File: src/rtl/jdc_pkg.sv
package jdc_pkg;

   // field widths
   localparam int YEAR_W  = 14;
   localparam int MONTH_W = 4;
   localparam int DAY_W   = 5;
   localparam int SECS_W  = 17;
   localparam int JD_W    = 23;

   // commands
   localparam logic CMD_TO_JD  = 1'b0;
   localparam logic CMD_TO_CAL = 1'b1;

   // limits and epochs
   localparam logic [SECS_W-1:0] SEC_MAX      = 17'd86399;
   localparam logic [SECS_W-1:0] SEC_PER_DAY  = 17'd86400;
   localparam logic [SECS_W-1:0] HALF_DAY     = 17'd43200;
   localparam logic [JD_W-1:0]   JD_MIN       = 23'd1721424;
   localparam logic [JD_W-1:0]   JD_MAX       = 23'd5373484;
   localparam logic [JD_W-1:0]   GREG_JD      = 23'd2299161;
   localparam logic [JD_W-1:0]   JD_BASE      = 23'd1720994;
   localparam logic [YEAR_W-1:0] YEAR_MAX     = 14'd9999;

   // hour/minute/second split
   localparam logic [5:0]  HOUR_RECIP = 6'd36;   // 2^17 / 3600
   localparam logic [6:0]  MIN_RECIP  = 7'd68;   // 2^12 / 60
   localparam logic [11:0] SEC_PER_HOUR = 12'd3600;
   localparam logic [5:0]  SEC_PER_MIN  = 6'd60;

   // floor(30.6001 * k)
   localparam logic [8:0] MTAB [16] = '{
      9'd0,   9'd30,  9'd61,  9'd91,  9'd122, 9'd153, 9'd183, 9'd214,
      9'd244, 9'd275, 9'd306, 9'd336, 9'd367, 9'd397, 9'd428, 9'd459};

   // ceil(30.6001 * k), first entry unused
   localparam logic [8:0] ETHR_TAB [16] = '{
      9'd0,   9'd31,  9'd62,  9'd92,  9'd123, 9'd154, 9'd184, 9'd215,
      9'd245, 9'd276, 9'd307, 9'd337, 9'd368, 9'd398, 9'd429, 9'd460};

   // fields riding along the pipe
   typedef struct packed {
      logic              cmd;
      logic              greg;
      logic              over;
      logic [JD_W-1:0]   jd_out;
      logic [SECS_W-1:0] js_out;
      logic [YEAR_W-1:0] yr;
      logic [MONTH_W-1:0] mo;
      logic [DAY_W-1:0]  dy;
      logic [SECS_W-1:0] secs;
   } carry_type;

endpackage

File: src/rtl/jdc_hms.sv
module jdc_hms
   import jdc_pkg::*;
(
   input  logic              clock,
   input  logic [SECS_W-1:0] secs,
   output logic [4:0]        hour,
   output logic [5:0]        minute,
   output logic [5:0]        second
);

   logic [SECS_W-1:0] h1_secs_ff;
   logic [4:0]        h1_hest_ff;
   logic [22:0]       h1_prod;
   logic [4:0]        h2_hour_ff, h2_hour_in;
   logic [11:0]       h2_rem_ff, h2_rem_in;
   logic [16:0]       h2_sub;
   logic [16:0]       h2_diff;
   logic [4:0]        h3_hour_ff;
   logic [11:0]       h3_rem_ff;
   logic [5:0]        h3_mest_ff;
   logic [18:0]       h3_prod;
   logic [11:0]       h4_sub;
   logic [11:0]       h4_diff;
   logic [4:0]        h4_hour_ff;
   logic [5:0]        h4_min_ff, h4_min_in;
   logic [5:0]        h4_sec_ff, h4_sec_in;

   // hour estimate by reciprocal, may be one low
   assign h1_prod = 23'(secs) * 23'(HOUR_RECIP);

   always_ff @(posedge clock) begin
      h1_secs_ff <= secs;
      h1_hest_ff <= h1_prod[21:17];
   end

   always_comb begin
      h2_sub  = 17'(h1_hest_ff) * 17'(SEC_PER_HOUR);
      h2_diff = h1_secs_ff - h2_sub;
      if (h2_diff >= 17'(SEC_PER_HOUR)) begin
         h2_hour_in = h1_hest_ff + 5'd1;
         h2_rem_in  = 12'(h2_diff - 17'(SEC_PER_HOUR));
      end else begin
         h2_hour_in = h1_hest_ff;
         h2_rem_in  = 12'(h2_diff);
      end
   end

   always_ff @(posedge clock) begin
      h2_hour_ff <= h2_hour_in;
      h2_rem_ff  <= h2_rem_in;
   end

   assign h3_prod = 19'(h2_rem_ff) * 19'(MIN_RECIP);

   always_ff @(posedge clock) begin
      h3_hour_ff <= h2_hour_ff;
      h3_rem_ff  <= h2_rem_ff;
      h3_mest_ff <= h3_prod[17:12];
   end

   always_comb begin
      h4_sub  = 12'(h3_mest_ff) * 12'(SEC_PER_MIN);
      h4_diff = h3_rem_ff - h4_sub;
      if (h4_diff >= 12'(SEC_PER_MIN)) begin
         h4_min_in = h3_mest_ff + 6'd1;
         h4_sec_in = 6'(h4_diff - 12'(SEC_PER_MIN));
      end else begin
         h4_min_in = h3_mest_ff;
         h4_sec_in = 6'(h4_diff);
      end
   end

   always_ff @(posedge clock) begin
      h4_hour_ff <= h3_hour_ff;
      h4_min_ff  <= h4_min_in;
      h4_sec_ff  <= h4_sec_in;
   end

   assign hour   = h4_hour_ff;
   assign minute = h4_min_ff;
   assign second = h4_sec_ff;

endmodule

File: src/rtl/julian_date_converter.sv
// julian day converter, calendar date/time <-> julian day number and seconds
//
// request channel: drive the req_ fields and pulse start; a request is taken
// at every rising edge with start high and busy low. busy stays low, so a new
// request may be issued every cycle, mixing both commands freely.
// req_command 0 converts year/month/day/seconds to a julian day, 1 converts a
// julian day and seconds since noon back to a calendar date and time.
// out-of-range inputs are saturated to their legal ranges first.
//
// result channel: each result shows on the rsp_ ports for one cycle with
// rsp_valid high, in request order. the receiver cannot hold results off, so
// nothing is buffered.
//
// throughput is one request per clock; the pipeline depth is set by the
// julian-to-calendar path: two reciprocal divides (alpha and year count),
// each a multiply stage and a correction stage, then the month search.
//
// synchronous reset clears the valid bits only; requests in flight are lost.
module julian_date_converter
   import jdc_pkg::*;
(
   input  logic               clock,
   input  logic               reset,
   input  logic               start,
   output logic               busy,
   input  logic               req_command,
   input  logic [YEAR_W-1:0]  req_year,
   input  logic [MONTH_W-1:0] req_month,
   input  logic [DAY_W-1:0]   req_day_of_month,
   input  logic [SECS_W-1:0]  req_seconds_of_day,
   input  logic [JD_W-1:0]    req_julian_day,
   input  logic [SECS_W-1:0]  req_julian_seconds,
   output logic               rsp_valid,
   output logic [JD_W-1:0]    rsp_out_julian_day,
   output logic [SECS_W-1:0]  rsp_out_julian_seconds,
   output logic [YEAR_W-1:0]  rsp_out_year,
   output logic [MONTH_W-1:0] rsp_out_month,
   output logic [DAY_W-1:0]   rsp_out_day,
   output logic [4:0]         rsp_out_hour,
   output logic [5:0]         rsp_out_minute,
   output logic [5:0]         rsp_out_second,
   output logic               rsp_gregorian
);

   // valid bits and fields riding along
   logic [9:1]   v_ff, v_in;
   carry_type    car_ff [1:8];
   carry_type    car_in [1:8];

   // saturated inputs
   logic [YEAR_W-1:0]  y_c;
   logic [MONTH_W-1:0] m_c;
   logic [DAY_W-1:0]   d_c;
   logic [SECS_W-1:0]  s_c, t_c;
   logic [JD_W-1:0]    z_c;

   // stage 1 logic
   logic               jan_feb;
   logic [YEAR_W-1:0]  ys;
   logic [MONTH_W-1:0] ms;
   logic               greg_c;
   logic [SECS_W-1:0]  s_h, s_j, t_h, t_j;
   logic               wrap_c, wrap_j;
   logic [JD_W-1:0]    z2;
   logic               over_j, greg_j;
   logic [21:0]        a_prod;

   // calendar-to-julian path
   logic [YEAR_W-1:0]  c1_ys_ff;
   logic [MONTH_W-1:0] c1_ms_ff;
   logic [DAY_W-1:0]   c1_d_ff;
   logic [24:0]        c1_p_ff;
   logic [6:0]         c1_aest_ff;
   logic               c1_wrap_ff;
   logic [YEAR_W-1:0]  c2_chk;
   logic [6:0]         c2_a_ff, c2_a_in;
   logic [JD_W-1:0]    c2_jdb_ff, c2_jdb_in;
   logic [JD_W-1:0]    c3_jd;

   // julian-to-calendar path
   logic [JD_W-1:0]    j1_z2_ff, j2_z2_ff, j3_z2_ff;
   logic               j1_greg_ff, j2_greg_ff, j3_greg_ff;
   logic [23:0]        j1_nal_ff, j2_nal_ff;
   logic [30:0]        j1_alprod;
   logic [6:0]         j2_alest_ff;
   logic [24:0]        j2_chk;
   logic [6:0]         j3_alpha_ff, j3_alpha_in;
   logic [JD_W-1:0]    j4_b_ff, j4_b_in;
   logic [26:0]        j4_cn_ff, j4_cn_in;
   logic [41:0]        j4_cprod;
   logic [JD_W-1:0]    j5_b_ff;
   logic [26:0]        j5_cn_ff;
   logic [13:0]        j5_cest_ff;
   logic [26:0]        j5_chk;
   logic [JD_W-1:0]    j6_b_ff;
   logic [13:0]        j6_c_ff, j6_c_in;
   logic [24:0]        j6_dd;
   logic [JD_W-1:0]    j6_x;
   logic [8:0]         j7_x_ff;
   logic [13:0]        j7_c_ff;
   logic [3:0]         j7_e;
   logic [8:0]         j8_x_ff;
   logic [13:0]        j8_c_ff;
   logic [3:0]         j8_e_ff;

   // output stage
   logic [JD_W-1:0]    o_jd_ff;
   logic [SECS_W-1:0]  o_js_ff;
   logic [YEAR_W-1:0]  o_yr_ff, o_yr_in;
   logic [MONTH_W-1:0] o_mo_ff, o_mo_in;
   logic [DAY_W-1:0]   o_dy_ff, o_dy_in;
   logic               o_greg_ff;
   logic [MONTH_W-1:0] j_mo;

   assign busy = 1'b0;

   // saturate the request fields
   always_comb begin
      y_c = (req_year == '0) ? 14'd1 : ((req_year > YEAR_MAX) ? YEAR_MAX : req_year);
      m_c = (req_month == '0) ? 4'd1 : ((req_month > 4'd12) ? 4'd12 : req_month);
      d_c = (req_day_of_month == '0) ? 5'd1 : req_day_of_month;
      s_c = (req_seconds_of_day > SEC_MAX) ? SEC_MAX : req_seconds_of_day;
      t_c = (req_julian_seconds > SEC_MAX) ? SEC_MAX : req_julian_seconds;
      z_c = (req_julian_day < JD_MIN) ? JD_MIN :
            ((req_julian_day > JD_MAX) ? JD_MAX : req_julian_day);
   end

   // stage 1: year shift, gregorian tests, noon shift of the time of day
   always_comb begin
      jan_feb = (m_c < 4'd3);
      ys      = y_c - 14'(jan_feb);
      ms      = jan_feb ? m_c + 4'd12 : m_c;
      // 1582-10-15 onward, compared field by field
      greg_c  = (ys > 14'd1582) ||
                ((ys == 14'd1582) && ((ms > 4'd10) || ((ms == 4'd10) && (d_c >= 5'd15))));
      s_h     = s_c + HALF_DAY;
      wrap_c  = (s_h >= SEC_PER_DAY);
      s_j     = wrap_c ? s_h - SEC_PER_DAY : s_h;
      t_h     = t_c + HALF_DAY;
      wrap_j  = (t_h >= SEC_PER_DAY);
      t_j     = wrap_j ? t_h - SEC_PER_DAY : t_h;
      z2      = z_c + 23'(wrap_j);
      over_j  = (z2 > JD_MAX);
      greg_j  = (z2 >= GREG_JD);
      a_prod  = 22'(ys) * 22'd163;   // ys / 100 estimate, 2^14 scale
   end

   // carried fields
   always_comb begin
      v_in[1] = start;
      car_in[1].cmd    = req_command;
      car_in[1].greg   = req_command ? (over_j | greg_j) : greg_c;
      car_in[1].over   = over_j;
      car_in[1].jd_out = req_command ? z_c : '0;
      car_in[1].js_out = req_command ? t_c : s_j;
      car_in[1].yr     = y_c;
      car_in[1].mo     = m_c;
      car_in[1].dy     = d_c;
      car_in[1].secs   = req_command ? (over_j ? SEC_MAX : t_j) : s_c;
      for (int k = 2; k <= 8; k++) begin
         car_in[k] = car_ff[k-1];
      end
      for (int k = 2; k <= 9; k++) begin
         v_in[k] = v_ff[k-1];
      end
      if (!car_ff[2].cmd) begin
         car_in[3].jd_out = c3_jd;
      end
   end

   always_ff @(posedge clock) begin
      if (reset) begin
         v_ff <= '0;
      end else begin
         v_ff <= v_in;
      end
   end

   always_ff @(posedge clock) begin
      for (int k = 1; k <= 8; k++) begin
         car_ff[k] <= car_in[k];
      end
   end

   // calendar-to-julian, stages 1 to 3
   always_ff @(posedge clock) begin
      c1_ys_ff   <= ys;
      c1_ms_ff   <= ms;
      c1_d_ff    <= d_c;
      c1_p_ff    <= 25'(ys) * 25'd1461;
      c1_aest_ff <= a_prod[20:14];
      c1_wrap_ff <= wrap_c;
   end

   always_comb begin
      c2_chk    = c1_ys_ff - 14'(c1_aest_ff) * 14'd100;
      c2_a_in   = c1_aest_ff + 7'(c2_chk >= 14'd100);
      c2_jdb_in = JD_BASE + 23'(c1_p_ff >> 2) + 23'(MTAB[c1_ms_ff + 4'd1])
                  + 23'(c1_d_ff) + 23'(c1_wrap_ff);
   end

   always_ff @(posedge clock) begin
      c2_a_ff   <= c2_a_in;
      c2_jdb_ff <= c2_jdb_in;
   end

   // gregorian correction 2 - a + a/4
   assign c3_jd = car_ff[2].greg ?
                  c2_jdb_ff + 23'd2 - 23'(c2_a_ff) + 23'(c2_a_ff >> 2) : c2_jdb_ff;

   // julian-to-calendar, alpha by reciprocal of 146097 at 2^24 scale
   always_ff @(posedge clock) begin
      j1_z2_ff   <= z2;
      j1_greg_ff <= greg_j;
      j1_nal_ff  <= greg_j ? (24'(z2) << 2) - 24'd7468865 : '0;
   end

   assign j1_alprod = 31'(j1_nal_ff) * 31'd114;

   always_ff @(posedge clock) begin
      j2_z2_ff    <= j1_z2_ff;
      j2_greg_ff  <= j1_greg_ff;
      j2_nal_ff   <= j1_nal_ff;
      j2_alest_ff <= j1_alprod[30:24];
   end

   always_comb begin
      j2_chk      = 25'(j2_nal_ff) - 25'(j2_alest_ff) * 25'd146097;
      j3_alpha_in = j2_alest_ff + 7'(j2_chk >= 25'd146097);
   end

   always_ff @(posedge clock) begin
      j3_z2_ff    <= j2_z2_ff;
      j3_greg_ff  <= j2_greg_ff;
      j3_alpha_ff <= j3_alpha_in;
   end

   always_comb begin
      j4_b_in  = (j3_greg_ff ?
                  j3_z2_ff + 23'd1 + 23'(j3_alpha_ff) - 23'(j3_alpha_ff >> 2) : j3_z2_ff)
                 + 23'd1524;
      j4_cn_in = (27'(j4_b_in) << 4) + (27'(j4_b_in) << 2) - 27'd2442;
   end

   always_ff @(posedge clock) begin
      j4_b_ff  <= j4_b_in;
      j4_cn_ff <= j4_cn_in;
   end

   // year count c = cn / 7305, reciprocal at 2^27 scale
   assign j4_cprod = 42'(j4_cn_ff) * 42'd18373;

   always_ff @(posedge clock) begin
      j5_b_ff    <= j4_b_ff;
      j5_cn_ff   <= j4_cn_ff;
      j5_cest_ff <= j4_cprod[40:27];
   end

   always_comb begin
      j5_chk  = j5_cn_ff - 27'(j5_cest_ff) * 27'd7305;
      j6_c_in = j5_cest_ff + 14'(j5_chk >= 27'd7305);
   end

   always_ff @(posedge clock) begin
      j6_b_ff <= j5_b_ff;
      j6_c_ff <= j6_c_in;
   end

   // days into the shifted year
   always_comb begin
      j6_dd = 25'(j6_c_ff) * 25'd1461;
      j6_x  = j6_b_ff - 23'(j6_dd >> 2);
   end

   always_ff @(posedge clock) begin
      j7_x_ff <= 9'(j6_x);
      j7_c_ff <= j6_c_ff;
   end

   // month index e = x / 30.6001 by threshold count
   always_comb begin
      j7_e = '0;
      for (int k = 1; k < 16; k++) begin
         j7_e = j7_e + 4'(j7_x_ff >= ETHR_TAB[k]);
      end
   end

   always_ff @(posedge clock) begin
      j8_x_ff <= j7_x_ff;
      j8_c_ff <= j7_c_ff;
      j8_e_ff <= j7_e;
   end

   // output stage
   always_comb begin
      j_mo = (j8_e_ff < 4'd14) ? j8_e_ff - 4'd1 : j8_e_ff - 4'd13;
      if (!car_ff[8].cmd) begin
         o_yr_in = car_ff[8].yr;
         o_mo_in = car_ff[8].mo;
         o_dy_in = car_ff[8].dy;
      end else if (car_ff[8].over) begin
         o_yr_in = YEAR_MAX;
         o_mo_in = 4'd12;
         o_dy_in = 5'd31;
      end else begin
         o_yr_in = (j_mo > 4'd2) ? j8_c_ff - 14'd4716 : j8_c_ff - 14'd4715;
         o_mo_in = j_mo;
         o_dy_in = 5'(j8_x_ff - MTAB[j8_e_ff]);
      end
   end

   always_ff @(posedge clock) begin
      o_jd_ff   <= car_ff[8].jd_out;
      o_js_ff   <= car_ff[8].js_out;
      o_yr_ff   <= o_yr_in;
      o_mo_ff   <= o_mo_in;
      o_dy_ff   <= o_dy_in;
      o_greg_ff <= car_ff[8].greg;
   end

   // time of day split, stages 6 to 9
   jdc_hms u_hms (
      .clock  (clock),
      .secs   (car_ff[5].secs),
      .hour   (rsp_out_hour),
      .minute (rsp_out_minute),
      .second (rsp_out_second)
   );

   assign rsp_valid              = v_ff[9];
   assign rsp_out_julian_day     = o_jd_ff;
   assign rsp_out_julian_seconds = o_js_ff;
   assign rsp_out_year           = o_yr_ff;
   assign rsp_out_month          = o_mo_ff;
   assign rsp_out_day            = o_dy_ff;
   assign rsp_gregorian          = o_greg_ff;

`ifndef ASSERT_OFF
   a_latency: assert property (@(posedge clock) disable iff (reset)
      start |-> ##9 rsp_valid)
      else $error("request did not come out after nine cycles");

   a_month: assert property (@(posedge clock) disable iff (reset)
      rsp_valid |-> (rsp_out_month >= 4'd1) && (rsp_out_month <= 4'd12))
      else $error("month out of range");

   a_hms: assert property (@(posedge clock) disable iff (reset)
      rsp_valid |-> (rsp_out_hour < 5'd24) && (rsp_out_minute < 6'd60)
                    && (rsp_out_second < 6'd60))
      else $error("time of day split out of range");

   a_jsecs: assert property (@(posedge clock) disable iff (reset)
      rsp_valid |-> (rsp_out_julian_seconds < SEC_PER_DAY))
      else $error("julian seconds out of range");
`endif

endmodule
File: config.mk
export PLATFORM = sky130hd
export DESIGN_NAME = julian_date_converter
export DESIGN_NICKNAME = d
export VERILOG_FILES = /design/src/rtl/jdc_pkg.sv /design/src/rtl/jdc_hms.sv /design/src/rtl/julian_date_converter.sv
export SDC_FILE = /design/constraint.sdc
export NUM_CORES = 2
export LEC_CHECK = 0
export ABC_AREA = 1
export ABC_CLOCK_PERIOD_IN_PS = 11800
export BUFFER_PORTS_ARGS = -buffer_cell sky130_fd_sc_hd__buf_2
export CAP_MARGIN = 20
export CORE_UTILIZATION = 55
export CTS_CLUSTER_SIZE = 14
export DETAILED_ROUTE_END_ITERATION = 8
export GPL_ROUTABILITY_DRIVEN = 0
export PLACE_DENSITY = 0.72
export SLEW_MARGIN = 10
export SYNTH_ARGS = -nofsm -noshare
export SYNTH_HDL_FRONTEND = slang
export SYNTH_SLANG_ARGS = --single-unit
File: constraint.sdc
create_clock -name clock -period 11.8 [get_ports clock]
set_clock_uncertainty 0.15 [all_clocks]
set_input_delay 2.36 -clock clock [delete_from_list [all_inputs] [get_ports clock]]
set_output_delay 2.36 -clock clock [all_outputs]
set_load 0.01 [all_outputs]
==> reports/results.ini <==
[setup_path]
path_common_cell=nand2_1
crit_path_end_kind=flop
cp-start-kind=input port
path_max_fanout=8
r2r_end=j6_c_ff[12]$_DFF_P_
reg2reg_from=j5_cest_ff[0]$_DFF_P_
rr_worst_depth=30
cp.required_ns=12.27
slowest_stage=xor2_1
cp_slowest_stage_delay_ns=0.68
cp.arrival_ns=9.93
r2r_slack_ns=4.51
critPathKind=input port to flop

[timing]
max_freq_mhz=105.7
tns_ns=0
tightest_slew_ns=0.9614
slew_viol_final=0
hold_viol=0
min_period_ns=9.463
finalSetupViolCount=0
relSlewSlack_pct=35.09
rsz0062_at_grt=false
min_period_over_period_pct=80.20

[cells_and_area]
fill_cells=9123
final_nets=8192
syn_to_final_growth_pct=10.11
layout-drive-gt1-share_pct=6.974
fin_util_pct=61.17

[min_path]
holdCritStartpoint=j2_z2_ff[4]$_DFF_P_
worstHoldEndpoint=j3_z2_ff[4]$_DFF_P_
holdPathStages=0
holdCritPathClass=flop to flop

[grt]
grt_first_pass_wirelength_mm=207.3
grt_max_degree=50
grt_use_total_pct=22.76
grt_overflow_total=0
grt_pass1_vias=42229
grt_antenna_before_repair=8

[status]
run_status=finished clean

[synthesis]
ys_types=71
synthMostInstantiatedCell=inv_1
syn_area_sq_um=61470
avgSynthCellArea_sq_um=9.341
synth_top_area_share_pct=36.57
async_reset_ff_share_pct=0
synth.ff_latch_count=1123
syn_nets=7956
synth_area_leaders=dfxtp_1 37%, ha_1 18%, fa_1 13%
synth_edf_count=0
yosysWarnings=0
synth_commonest_cells=1156 x inv_1, 1123 x dfxtp_1, 980 x nand2_1, 898 x ha_1, 393 x fa_1
synth_top_cell_by_area=dfxtp_1
synthFlopType=dfxtp_1
synth_cells=6581
seq_area_frac_synth_pct=36.57

[route]
dr_wl_met2_mm=59.36
antenna_left=0
routedWlPerCell_um=15.17
firstDrtPassIters=6
drt-total-wl_mm=127.3
drc=0
top_layer=met5
met1Wirelength_mm=57.68
drtIter0Drc=2392
met3WireLength_mm=6.588
via_per_inst=5.075
num_vias=42572

[clock_tree]
clock_path_buffers=3
tritoncts=done
post-cts-setup-buffer-count=0
numCtsBuffers=108
cts_resized=0
cts_sinks=1123
htreeDepth=3
postCtsHoldBufs=0
path_clk_slew_ns=0.06
root_buffer=clkbuf_16
clk_latency_ns=0.69

[die]
boundaryPins=167
die_x_um=336.3
core_sq_um=110700
start_util_pct=55.55
design.die.area_sq_um=113100
die_h_um=336.3
rows=122

[flow_run]
max_cap_violations=0

[placement]
io_buffer_count=165
dpl.hpwl_mm=102.7

==> state kept, by name (all words and copies together) (netlist names), 12 cells and up <==
name,count
c2_jdb_ff,23
j1_z2_ff,23
j3_z2_ff,23
c1_p_ff,23
j1_nal_ff,23
rsp_out_year,14
j8_c_ff,14
j2_nal_ff,23
j5_cest_ff,14
j7_c_ff,14
u_hms.h1_secs_ff,16
j6_c_ff,14
u_hms.h2_rem_ff,12
rsp_out_julian_day,23
rsp_out_julian_seconds,17
car_ff,608
j2_z2_ff,23
j4_cn_ff,25
u_hms.h3_rem_ff,12
c1_ys_ff,12
j5_cn_ff,25
==> per-layer routing <==
metal | vias to the layer above | global-route usage [%]
li1 | 21425 | -
met3 | 226 | 3.956
met2 | 939 | 38.17
met5 | - | 0
met4 | 4 | 7.500
met1 | 19978 | 29.68
==> worst max path at each step <==
| stage | cells after the start | start | slack [ns] | endpoint |
|---|---|---|---|---|
| floorplan | 42 | req_year[7] | 2.91 | c1_p_ff[24]$_DFF_P_ |
| global placement | 39 | req_year[7] | 1.86 | c1_p_ff[22]$_DFF_P_ |
| detailed placement | 39 | req_year[6] | 1.68 | c1_p_ff[22]$_DFF_P_ |
| CTS | 39 | req_year[6] | 2.41 | c1_p_ff[22]$_DFF_P_ |
| global route | 39 | req_year[7] | 1.78 | c1_p_ff[22]$_DFF_P_ |
| finish | 39 | req_year[6] | 2.34 | c1_p_ff[22]$_DFF_P_ |
==> through the flow <==
stage	worst slack (ns)	area, sq um	instances	hold slack (ns)
floorplan	2.909	61470	6581	0.1596
global placement	1.859	63970	8194	0.1598
detailed placement	1.685	63970	8195	0.1621
CTS	2.413	67680	8385	0.1367
global route	1.778	67680	8385	0.1374
finish	2.337	67690	8388	0.1382
==> cells by family after synthesis <==
family / Yosys count / share of synthesized area (%)
compound gates: 710 / 6.442
fa+ha+maj: 1291 / 31.08
buf+inv: 1224 / 7.596
xor+xnor: 342 / 4.873
simple gates: 1890 / 13.44
flops: 1123 / 36.57
other cells: 1 / 0.006100
==> cell usage in the layout, fill, tap and decap left out, drive strengths merged, types with 5 or more instances in the layout <==
cell / count
o22ai: 14
a211oi: 9
clkinvlp: 5
clkbuf: 141
nand3b: 14
dfxtp: 1123
a21o: 16
a21boi: 10
o21bai: 22
inv: 1180
o31ai: 7
o221ai: 6
nor3: 49
o211ai: 17
nor4: 15
or2: 25
bufinv: 12
nand2: 1016
and2: 5
nand3: 275
o21ai: 219
xor2: 233
ha: 898
o21a: 12
nor2: 413
a31oi: 18
xnor2: 109
fa: 393
nand4: 73
clkinv: 29
a21oi: 333
buf: 173
==> worst max-delay path, delay by kind of cell <==
family                   cells  cell delay, ns
AO/OA/AOI/OAI                3            0.69
XOR/XNOR                     2            0.83
adder cells (fa/ha/maj)      8            3.28
buffers and inverters        6            0.43
AND/OR/NAND/NOR             20            2.33
==> cell type report <==
type / count / area [sq um] / area share (%)
diodes: 3 / 7.507 / 0.01109
clock buffers: 141 / 2997 / 4.427
clock inverters: 49 / 718.2 / 1.061
inverters: 1177 / 4420 / 6.530
multi-input cells: 4234 / 34320 / 50.71
flip-flops and latches: 1123 / 22480 / 33.21
well taps: 1488 / 1862 / 2.750
repair buffers: 173 / 882.1 / 1.303
Power is left out: the tool's default activity adds up to more than one toggle a clock period on the data nets, which glitch-free logic cannot reach.
